### src/hw/rtl/bce_pkg.sv
// ----------------------------------------------------------------------------
// bce_pkg: shared types and constants of the B-spline curve engine
// Command and status codes, the queued command word and the sequencer states.
// ----------------------------------------------------------------------------
package bce_pkg;

  localparam int MAX_POINTS_DEF = 64;
  localparam int MAX_DEGREE_DEF = 7;
  localparam int FRAC_BITS_DEF  = 16;
  localparam int DATA_W         = 32;
  localparam int IDX_W          = 7;
  localparam int QDEPTH         = 2;

  // Register indexes on the configuration port.
  localparam logic REG_DEGREE = 1'b0;
  localparam logic REG_EPS    = 1'b1;

  typedef enum logic [1:0] {
    CMD_LOAD_KNOT  = 2'd0,
    CMD_LOAD_POINT = 2'd1,
    CMD_EVAL       = 2'd2,
    CMD_INSERT     = 2'd3
  } cmd_e;

  typedef enum logic [1:0] {
    ST_OK    = 2'd0,
    ST_RANGE = 2'd1,
    ST_FEW   = 2'd2
  } status_e;

  typedef enum logic [4:0] {
    S_IDLE, S_KLO, S_KHI, S_SMID, S_SMID1, S_SCHK, S_CPY, S_LVL, S_LVL1,
    S_KA, S_KB, S_W, S_DIV, S_MUL, S_WR, S_SHR, S_SHW, S_KSR, S_KSW,
    S_KINS, S_DONE
  } bst_e;

  typedef struct packed {
    cmd_e                     cmd;
    logic                     idx_bad;
    logic [IDX_W-1:0]         index;
    logic signed [DATA_W-1:0] param;
    logic signed [DATA_W-1:0] coord_x;
    logic signed [DATA_W-1:0] coord_y;
    logic signed [DATA_W-1:0] coord_z;
  } bce_item_t;

endpackage

### src/hw/rtl/bce_if.sv
// ----------------------------------------------------------------------------
// bce_if: command and result channels of the B-spline curve engine
// Valid/ready channels; a word moves when valid and ready are both high.
// ----------------------------------------------------------------------------
interface bce_cmd_if;
  import bce_pkg::*;
  logic                     valid;
  logic                     ready;
  logic [1:0]               command;
  logic [IDX_W-1:0]         index;
  logic signed [DATA_W-1:0] param;
  logic signed [DATA_W-1:0] coord_x;
  logic signed [DATA_W-1:0] coord_y;
  logic signed [DATA_W-1:0] coord_z;
  modport source (output valid, command, index, param, coord_x, coord_y, coord_z,
                  input ready);
  modport sink (input valid, command, index, param, coord_x, coord_y, coord_z,
                output ready);
endinterface


### src/hw/rtl/bce_front.sv
// ----------------------------------------------------------------------------
// bce_front: command intake
// Accepts command words, flags load indexes beyond the tables and queues them.
// ----------------------------------------------------------------------------
module bce_front #(
  parameter int MAX_POINTS = bce_pkg::MAX_POINTS_DEF,
  parameter int MAX_DEGREE = bce_pkg::MAX_DEGREE_DEF
) (
  input  logic              clk_i,
  input  logic              rst_ni,
  bce_cmd_if.sink           cmd_i,
  output bce_pkg::bce_item_t q_item_o,
  output logic              q_valid_o,
  input  logic              q_pop_i
);
  import bce_pkg::*;

  localparam int KNOT_DEPTH = MAX_POINTS + MAX_DEGREE + 1;
  localparam int PTR_W      = $clog2(QDEPTH);
  localparam int CNT_W      = $clog2(QDEPTH + 1);

  bce_item_t          ent_q [QDEPTH];
  logic [PTR_W-1:0]   wr_ptr_q, rd_ptr_q;
  logic [CNT_W-1:0]   cnt_q;
  bce_item_t          item_w;
  logic               push_w, pop_w;

  always_comb begin
    item_w.cmd     = cmd_e'(cmd_i.command);
    item_w.index   = cmd_i.index;
    item_w.param   = cmd_i.param;
    item_w.coord_x = cmd_i.coord_x;
    item_w.coord_y = cmd_i.coord_y;
    item_w.coord_z = cmd_i.coord_z;
    item_w.idx_bad = ((item_w.cmd == CMD_LOAD_KNOT) && (cmd_i.index >= KNOT_DEPTH)) ||
                     ((item_w.cmd == CMD_LOAD_POINT) && (cmd_i.index >= MAX_POINTS));
  end

  assign cmd_i.ready = (cnt_q < CNT_W'(QDEPTH));
  assign push_w      = cmd_i.valid && cmd_i.ready;
  assign pop_w       = q_pop_i && (cnt_q != '0);
  assign q_valid_o   = (cnt_q != '0);
  assign q_item_o    = ent_q[rd_ptr_q];

  always_ff @(posedge clk_i) begin
    if (push_w) begin
      ent_q[wr_ptr_q] <= item_w;
    end
  end

  always_ff @(posedge clk_i or negedge rst_ni) begin
    if (!rst_ni) begin
      wr_ptr_q <= '0;
      rd_ptr_q <= '0;
      cnt_q    <= '0;
    end else begin
      if (push_w) begin
        wr_ptr_q <= (wr_ptr_q == PTR_W'(QDEPTH - 1)) ? '0 : wr_ptr_q + 1'b1;
      end
      if (pop_w) begin
        rd_ptr_q <= (rd_ptr_q == PTR_W'(QDEPTH - 1)) ? '0 : rd_ptr_q + 1'b1;
      end
      cnt_q <= cnt_q + CNT_W'(push_w) - CNT_W'(pop_w);
    end
  end

endmodule

### src/flat_wrapper.sv
// flat-port wrapper written by rule: the top's interface ports become plain ports
module bce_front_flat import bce_pkg::*;
#(
  parameter int MAX_POINTS = bce_pkg::MAX_POINTS_DEF,
  parameter int MAX_DEGREE = bce_pkg::MAX_DEGREE_DEF
)
  (clk_i, rst_ni, q_item_o, q_valid_o, q_pop_i, cmd_i_valid, cmd_i_command, cmd_i_index, cmd_i_param, cmd_i_coord_x, cmd_i_coord_y, cmd_i_coord_z, cmd_i_ready);
  bce_cmd_if cmd_i_i ();
  input  logic clk_i;
  input  logic rst_ni;
  output bce_pkg::bce_item_t q_item_o;
  output logic q_valid_o;
  input  logic q_pop_i;
  input wire logic [$bits(cmd_i_i.valid)-1:0] cmd_i_valid;
  input wire logic [$bits(cmd_i_i.command)-1:0] cmd_i_command;
  input wire logic [$bits(cmd_i_i.index)-1:0] cmd_i_index;
  input wire logic [$bits(cmd_i_i.param)-1:0] cmd_i_param;
  input wire logic [$bits(cmd_i_i.coord_x)-1:0] cmd_i_coord_x;
  input wire logic [$bits(cmd_i_i.coord_y)-1:0] cmd_i_coord_y;
  input wire logic [$bits(cmd_i_i.coord_z)-1:0] cmd_i_coord_z;
  output wire logic [$bits(cmd_i_i.ready)-1:0] cmd_i_ready;
  assign cmd_i_i.valid = cmd_i_valid;
  assign cmd_i_i.command = cmd_i_command;
  assign cmd_i_i.index = cmd_i_index;
  assign cmd_i_i.param = cmd_i_param;
  assign cmd_i_i.coord_x = cmd_i_coord_x;
  assign cmd_i_i.coord_y = cmd_i_coord_y;
  assign cmd_i_i.coord_z = cmd_i_coord_z;
  assign cmd_i_ready = cmd_i_i.ready;
  bce_front #(.MAX_POINTS(MAX_POINTS), .MAX_DEGREE(MAX_DEGREE)) u_core (.clk_i(clk_i), .rst_ni(rst_ni), .cmd_i(cmd_i_i), .q_item_o(q_item_o), .q_valid_o(q_valid_o), .q_pop_i(q_pop_i));
endmodule
### config.mk
export PLATFORM = sky130hd
export DESIGN_NAME = bce_front_flat
export DESIGN_NICKNAME = d
export VERILOG_FILES = /design/src/hw/rtl/bce_pkg.sv /design/src/hw/rtl/bce_if.sv /design/src/hw/rtl/bce_front.sv /design/src/flat_wrapper.sv
export SDC_FILE = /design/constraint.sdc
export NUM_CORES = 1
export LEC_CHECK = 0
export ABC_AREA = 0
export ABC_CLOCK_PERIOD_IN_PS = 16780
export BUFFER_PORTS_ARGS = -buffer_cell sky130_fd_sc_hd__buf_2
export CORE_MARGIN = 3
export CORE_UTILIZATION = 48
export DETAILED_ROUTE_END_ITERATION = 6
export PLACE_DENSITY = 0.74
export SETUP_SLACK_MARGIN = 0.2
export SLEW_MARGIN = 20
export SYNTH_ARGS = -nofsm -noshare
export SYNTH_HDL_FRONTEND = slang
export SYNTH_SLANG_ARGS = --single-unit
### constraint.sdc
create_clock -name clk_i -period 16.78 [get_ports clk_i]
set_clock_uncertainty 0.1 [all_clocks]
set_input_delay 0.839 -clock clk_i [delete_from_list [all_inputs] [get_ports clk_i]]
set_output_delay 0.839 -clock clk_i [all_outputs]
set_load 0.005 [all_outputs]
Word-level counts from Yosys, hierarchy flattened

Memories as Yosys holds them, arrays and structs flattened.
Cells that the tools add are included.

Register bits: 4
Latch bits: 0
Memory bits (writable): 276
ROM bits: 0
Input bits: 141
Logic and storage cells: 23
Memories kept: 1

Add/sub/neg operators: 4
Multipliers: 0
Div/mod/pow operators: 0
Magnitude comparators: 3
Eq/ne operators: 1
Shift operators: 0
Muxes and demuxes: 4
Bitwise gates (word level): 0
Reduce and logical (&&, ||, !) cells: 7

Memories:

| name         | depth | width | rd ports | clocked after memory_dff | wr ports | RTL line        | source |
|---|---|---|---|---|---|---|---|
| u_core.ent_q | 2     | 138   | 1        | 0                        | 1        | bce_front.sv:22 | `bce_item_t ent_q [QDEPTH];` |

Operator list:

| cell                                                                   | number |
|---|---|
| 7-bit >= comparator (second input constant)                            | 2 |
| 1-bit logical AND                                                      | 4 |
| 1-bit 2-to-1 mux                                                       | 4 |
| 1-bit adder (second input constant)                                    | 2 |
| 2-bit by 1-bit adder with 2-bit output                                 | 1 |
| 2-bit by 1-bit equality test with 1-bit output (second input constant) | 1 |
| 2-bit logical NOT                                                      | 1 |
| 2-bit < comparator (second input constant)                             | 1 |
| 2-bit nonzero test                                                     | 1 |
| 2-bit by 1-bit subtractor with 2-bit output                            | 1 |
| 1-bit logical OR                                                       | 1 |

Logic depth before layout (Yosys ltp)

Gate-level depths: netlist (run 1).

Depth after elaboration: 4
Depth in mapped cells: 6
Mapped depth without buffers: 6

Least setup slack after synthesis (run 1)

Ideal clock, no wire load.

Path type: input port to flip-flop
Start: input port cmd_i_valid
End: memory u_core.ent_q[0][0] in the netlist's numbering (enable)
Setup time: 0.637 ns
Data arrival time: 6.671 ns
Slack: 9.372 ns
Stages on the path: 2
Cell sequence: nand2b_1 -> nor2_1

Cells in the longest elaborated chain, start to end: 3

RTL lines:

| what                                   | RTL line           | source |
|---|---|---|
| start: declaration                     | flat_wrapper.sv:14 | `input wire logic [$bits(cmd_i_i.valid)-1:0] cmd_i_valid;` |
| 1-bit logical AND                      | bce_front.sv:40    | `assign push_w = cmd_i.valid && cmd_i.ready;` |
| 1-bit 2-to-1 mux                       | bce_front.sv:46    | `if (push_w) begin` |
| 1-bit 2-to-1 mux (not written as such) | bce_front.sv:47    | `ent_q[wr_ptr_q] <= item_w;` |
| end: declaration                       | bce_front.sv:22    |  |

Every way passes these cells.

==> key figures, run 1 <==
Outcome
  – Status: completed

Synthesis
  – Unique masters post-synth: 17
  – Area share of the largest cell type after synthesis: 81.2%
  – Mux cell area share after synthesis: 15.2%
  – Seq cells post-synth: 280
  – EDFF count, synth: 276
  – Cell accounting for the most synthesized area: edfxtp_1
  – Xor/xnor share of the synthesized area: 0.343%
  – Top cells by count, synth: edfxtp_1, mux2_2, buf_6
  – Main combinational cell family by area after synthesis: multiplexers
  – Cells after Synth: 450
  – Asr flop ratio synth: 1.43%
  – Most common cell in the netlist: edfxtp_1
  – Top post-synthesis cells by area: edfxtp_1, mux2_2, buf_6
  – Post-synthesis simple-gate area fraction: 0.331%
  – Sequential share of the synthesized area: 82.2%
  – Mapped Nets: 593
  – Top_reg_cell synth: edfxtp_1
  – Average size of a mapped cell: 22.7 sq um
  – Synth Area in Compound Gates: 0.0735%
  – Mapped cell area: 10200 sq um
  – Adder-cell share of the synthesized area: 0.245%
  – Synthesis Warnings: 0

Min path
  – Hold WC Path Type: in2reg

STA
  – Slew @ Worst Pin: 1.07 ns
  – Max-slew headroom: 28.4%
  – RSZ-0062 raised after global routing: no
  – Fin crit share: 24.0%
  – Final setup fails: 0
  – Final Worst Setup Slack: 12.75 ns
  – Post-layout min period: 4.03 ns
  – Setup TNS: 0 ns
  – Hold Vio Cnt, Final: 0
  – Max Fclk: 248 MHz
  – Slew Viols, Final: 0

Route
  – Via count: 5217
  – Drt total wl: 19.9 mm
  – DRC marker count from the first detailed-route iteration: 358
  – Drt wl/cell: 19.1 microns
  – DRC: 0
  – Drt first pass iters: 5
  – Final antenna-violating net count: 0
  – Vias per cell: 4.99

Floorplanning
  – Die ar.: 23100 sq um
  – Ports: 281
  – Initial core utilization: 49.6%
  – Core area: 20600 sq um
  – Die W: 152 microns
  – Die Ht: 152 microns
  – FP Rows: 52

Power
  – Combinational share of power: 24.0%
  – Pint: 1.53 mW
  – Clock power share: 28.5%
  – Net Sw Power: 0.538 mW
  – Sequential share of power: 47.5%
  – Pwr Total: 2.06 mW
  – Maximum VDD drop: 95.1 uV
  – Leak: 4.74 nW
  – PD cells: 162 nW/um^2
  – Sw Ratio: 26.1%

Worst setup path
  – Max incr delay on CP: 0.99 ns
  – Critical Path AT: 3.09 ns
  – CP max stage cell: dfrtp_4
  – Crit-path cells: buf_4, mux2_2, buf_2
  – CP Class: reg2out
  – Reg2Reg Setup Slack: 13.82 ns
  – Endpoint type of the worst setup path: output pin
  – CP max FO: 70
  – CP Launch Type: flop
  – Worst endpoint required time: 15.84 ns

Placed design
  – HPWL Detailed: 13.2 mm
  – Port bufs: 280
  – Place WS: 13.31 ns
  – Gpl congestion: 0.795

CTS
  – Num CTS Buffers: 29
  – H-tree depth: 1
  – Deepest clock path buffer count: 3
  – Reg clk slew, reported paths: 0.06 ns
  – CTS root buf: clkbuf_16
  – Sink Count: 280
  – CTS tree: done
  – Postcts setup bufs: 0
  – Worst-skew pair later-pin latency: 0.52 ns

Layout
  – Area growth from synthesis to layout: 24.9%
  – Share of cells above drive strength 1: 60.0%
  – Nets@finish: 894

GRT
  – Initial antenna violation count: 5
  – Total congestion overflow: 0
  – Global-route wire length before repair: 30.2 mm
  – Largest net degree at the start of global routing: 81
  – Total GRT Usage: 16.4%
  – Vias in the first global route: 5511

Run
  – Max cap viols: 0
-- layout by cell type (no fill, tap or decap), drive strengths merged, types with 2 or more instances in the layout --
cell / count
inv: 5
ha: 2
buf: 284
clkinvlp: 3
bufinv: 2
xnor2: 3
diode: 2
dfrtp: 4
clkinv: 13
edfxtp: 276
clkbuf: 34
mux2: 138
-- critical path, delay by kind of cell (launching register included) --
kind	cells	cell delay, ns
buffers and inverters	2	0.95
flip-flops	1	0.99
multiplexers	1	0.44
-- final cells by class --
cell class	count	area, sq um
Antenna cell	2	5.00
Clock inverter	19	145
Sequential cell	280	8390
Multi-Input combinational cell	151	1670
Fill cell	1505	7810
Clock buffer	34	744
Timing Repair Buffer	285	1440
Tap cell	270	338
Inverter	4	15.0
-- kinds of logic after synthesis --
group / after synthesis
xor+xnor: 4
flops: 280
buf+inv: 19
compound gates: 1
mux: 138
fa+ha+maj: 2
simple gates: 6
-- power groups by stage --
stage	logic, mW	registers, mW	clock network [mW]
floorplan	0.341	0.974	0
global placement	0.494	0.988	0
detailed placement	0.502	0.996	0
CTS	0.507	0.982	0.606
global route	0.538	0.993	0.637
finish	0.496	0.980	0.588
-- timing repair --
action                    CTS  global route
hold endpoints to repair    4             0
resized for setup           0             0
hold buffers                1             0
-- per-layer routing --
layer  part of all wire, %  GRT usage, %  wire, microns  up-vias
met5                  0.17             0             34        -
met4                   2.2          4.45            435        6
met3                   7.8          5.06           1550       33
met2                    50          27.7          10000      228
met1                    40          20.7           7880     2552
li1                      -             -              -     2398
-- sequential cells by signal (all words and copies together) (netlist names) --
name,cells
u_core.ent_q,276
u_core.rd_ptr_q,1
u_core.cnt_q,2
u_core.wr_ptr_q,1
-- path summary, 6_finish.rpt --
| path | startpoint | to | cells after the start |
|---|---|---|---|
| worst max-delay path | u_core.rd_ptr_q | q_item_o[13] | 3 |
| worst min-delay path | cmd_i_coord_z[24] | u_core.ent_q[1][24] | 1 |
| worst max register to register | u_core.cnt_q[1] | u_core.ent_q[1][114] | 4 |
| worst min register to register | u_core.wr_ptr_q | u_core.wr_ptr_q | 1 |
| max in group asynchronous | rst_ni | u_core.rd_ptr_q | 2 |
| min in group asynchronous | rst_ni | u_core.cnt_q[1] | 2 |
-- through the flow --
stage	cell area [sq um]	hold WS (ns)	utilization [%]	cells
after global placement	11800	0.394	57.6	989
after detailed placement	11800	0.439	57.6	989
after CTS	12700	0.366	62.0	1043
after global routing	12700	0.367	62.0	1045
after floorplan	10200	0.360	-	450
final	12700	0.400	62.0	1045
No activity file was read; power rests on OpenSTA's default activity.
==> run 2: changes to the inputs <==
ABC_CLOCK_PERIOD_IN_PS = 4100   (was 16780)
clock period = 4.1 ns   (was 16.78 ns; I/O delays follow)
==> run 2 against run 1 <==
- worst hold slack worse by 0.099 ns
- critical path type unchanged
- critical endpoint is now q_item_o[95]
- via count rose by 12%
- cell count up 13%
- cell area is 11% higher
- first-iteration DRC count fell by 30%
- non-clock buffer count up 142
- sequential power grew to 4.0 times the previous value
- die area unchanged
- count of clock-buffer cells in the layout fell by 2
- global-route usage is 1.7 points higher
- combinational power grew to 4.6 times the previous value
==> key figures, run 2 (synthesis gave the netlist of run 1 again) <==
CTS
  – Worst-skew pair later-pin latency: 0.52 ns
  – Num CTS Buffers: 27
  – CTS root buf: clkbuf_16
  – Sink Count: 280
  – Deepest clock path buffer count: 3
  – H-tree depth: 1
  – Reg clk slew, reported paths: 0.06 ns
  – CTS tree: done

STA
  – Max-slew headroom: 34.8%
  – RSZ-0062 raised after global routing: no
  – Setup TNS: 0 ns
  – Slew Viols, Final: 0
  – Hold Vio Cnt, Final: 0
  – Slew @ Worst Pin: 0.978 ns
  – Final setup fails: 0
  – Post-layout min period: 2.64 ns
  – Fin crit share: 64.5%
  – Max Fclk: 378 MHz
  – Hold slack: 0.301 ns

Placed design
  – Post-Place Cells: 991
  – Port bufs: 280
  – HPWL Detailed: 13.4 mm
  – Gpl congestion: 0.765

Worst setup path
  – Critical Path AT: 2.34 ns
  – CP max FO: 44
  – Worst endpoint required time: 3.80 ns
  – Crit-path cells: buf_4, mux2_2, buf_2
  – Endpoint type of the worst setup path: output pin
  – Max incr delay on CP: 0.66 ns
  – CP Class: reg2out
  – CP Launch Type: flop
  – CP max stage cell: dfrtp_4

Layout
  – Commonest cells after routing, fill and taps aside: buf_2, edfxtp_1, dlygate4sd3_1
  – Nets@finish: 1034
  – Share of cells above drive strength 1: 50.9%
  – Fin cells: 1183
  – Most common cell after layout, fill and taps aside: buf_2
  – FILL cells: 1315
  – Max reg flops: 276
  – Biggest regs: u_core.ent_q: 276 flops, u_core.cnt_q: 2 flops
  – Area growth from synthesis to layout: 38.3%
  – Largest Register: u_core.ent_q

Route
  – Final antenna-violating net count: 0
  – Drt total wl: 22.0 mm
  – Vias per cell: 4.96
  – Drt wl/cell: 18.6 microns
  – Via count: 5864
  – DRC marker count from the first detailed-route iteration: 250
  – Drt first pass iters: 4
  – DRC: 0

Floorplanning
  – Die ar.: 23100 sq um
  – Core area: 20600 sq um
  – Initial core utilization: 49.6%
  – Die Ht: 152 microns
  – Die W: 152 microns
  – Ports: 281
  – FP Rows: 52

Run
  – Max cap viols: 0

GRT
  – Total GRT Usage: 18.1%
  – Largest net degree at the start of global routing: 74
  – Initial antenna violation count: 3
  – Total congestion overflow: 0
  – Vias in the first global route: 6334
  – Global-route wire length before repair: 33.7 mm

Min path
  – Hold WC Path Type: in2reg

Power
  – Leak: 5.32 nW
  – PD cells: 602 nW/um^2
  – Maximum VDD drop: 374 uV

Outcome
  – Status: completed
[run 2: cell types whose count changed in the layout (fill, tap and decap cells not counted)]
cell / delta
dlygate4sd3_1: +140
clkinvlp_4: -3
buf_12: +2
clkbuf_16: -2
clkinv_1: -2
clkinv_2: +2
diode_2: +1
[run 2: final timing paths]
kind,startpoint,endpoint,slack [ns],cells past startpoint
worst max-delay path,u_core.rd_ptr_q,q_item_o[95],1.46,3
max in group asynchronous,rst_ni,u_core.rd_ptr_q,3.16,3
min in group asynchronous,rst_ni,u_core.cnt_q[0],0.53,3
worst min register to register,u_core.cnt_q[1],u_core.cnt_q[1],0.44,1
worst min-delay path,cmd_i_param[29],u_core.ent_q[0][125],0.30,2
worst max register to register,u_core.cnt_q[1],u_core.ent_q[1][89],1.83,4
[run 2: what timing repair did]
action                    4_1_cts  5_1_grt
hold buffers                  141        0
hold endpoints to repair      282        0
setup buffers                   0        0
resized for setup               0        0
[run 2: per-stage QoR]
step,worst slack [ns],instance area [sq um],utilization (%),power [mW]
after floorplan,0.908,10200,-,5.32
after global placement,1.90,11900,57.8,6.10
after detailed placement,1.82,11900,57.8,6.17
after CTS,1.39,14100,68.6,8.57
after global routing,1.34,14100,68.7,8.89
final,1.46,14100,68.7,8.51
[run 2: metal layers]
layer,part of all wire [%],global-route usage (%),vias up
li1,-,-,2680
met1,38,21.8,2887
met2,53,32.8,252
met3,6.8,4.10,45
met4,2.4,5.09,0
met5,0,0,-
[run 2: power breakdown]
group          internal (mW)  total, mW  switching [mW]
registers               3.76       3.93           0.171
logic                   1.18       2.29            1.12
clock network           1.33       2.28           0.955
total                   6.26       8.51            2.24
[run 2: final cells by class]
class | count | area, sq um | area share (%)
sequential | 280 | 8390 | 59.4
timing repair buffer | 427 | 2880 | 20.4
multi-input combinational | 151 | 1670 | 11.8
clock buffer | 32 | 694 | 4.92
tap | 270 | 338 | 2.39
clock inverter | 16 | 125 | 0.886
inverter | 4 | 15.0 | 0.106
antenna | 3 | 7.51 | 0.0532
[run 2: critical path: cells and delay by family (launching register included)]
| kind | cells | cell delay [ns] |
|---|---|---|
| buffers and inverters | 2 | 0.71 |
| muxes | 1 | 0.41 |
| DFF | 1 | 0.66 |
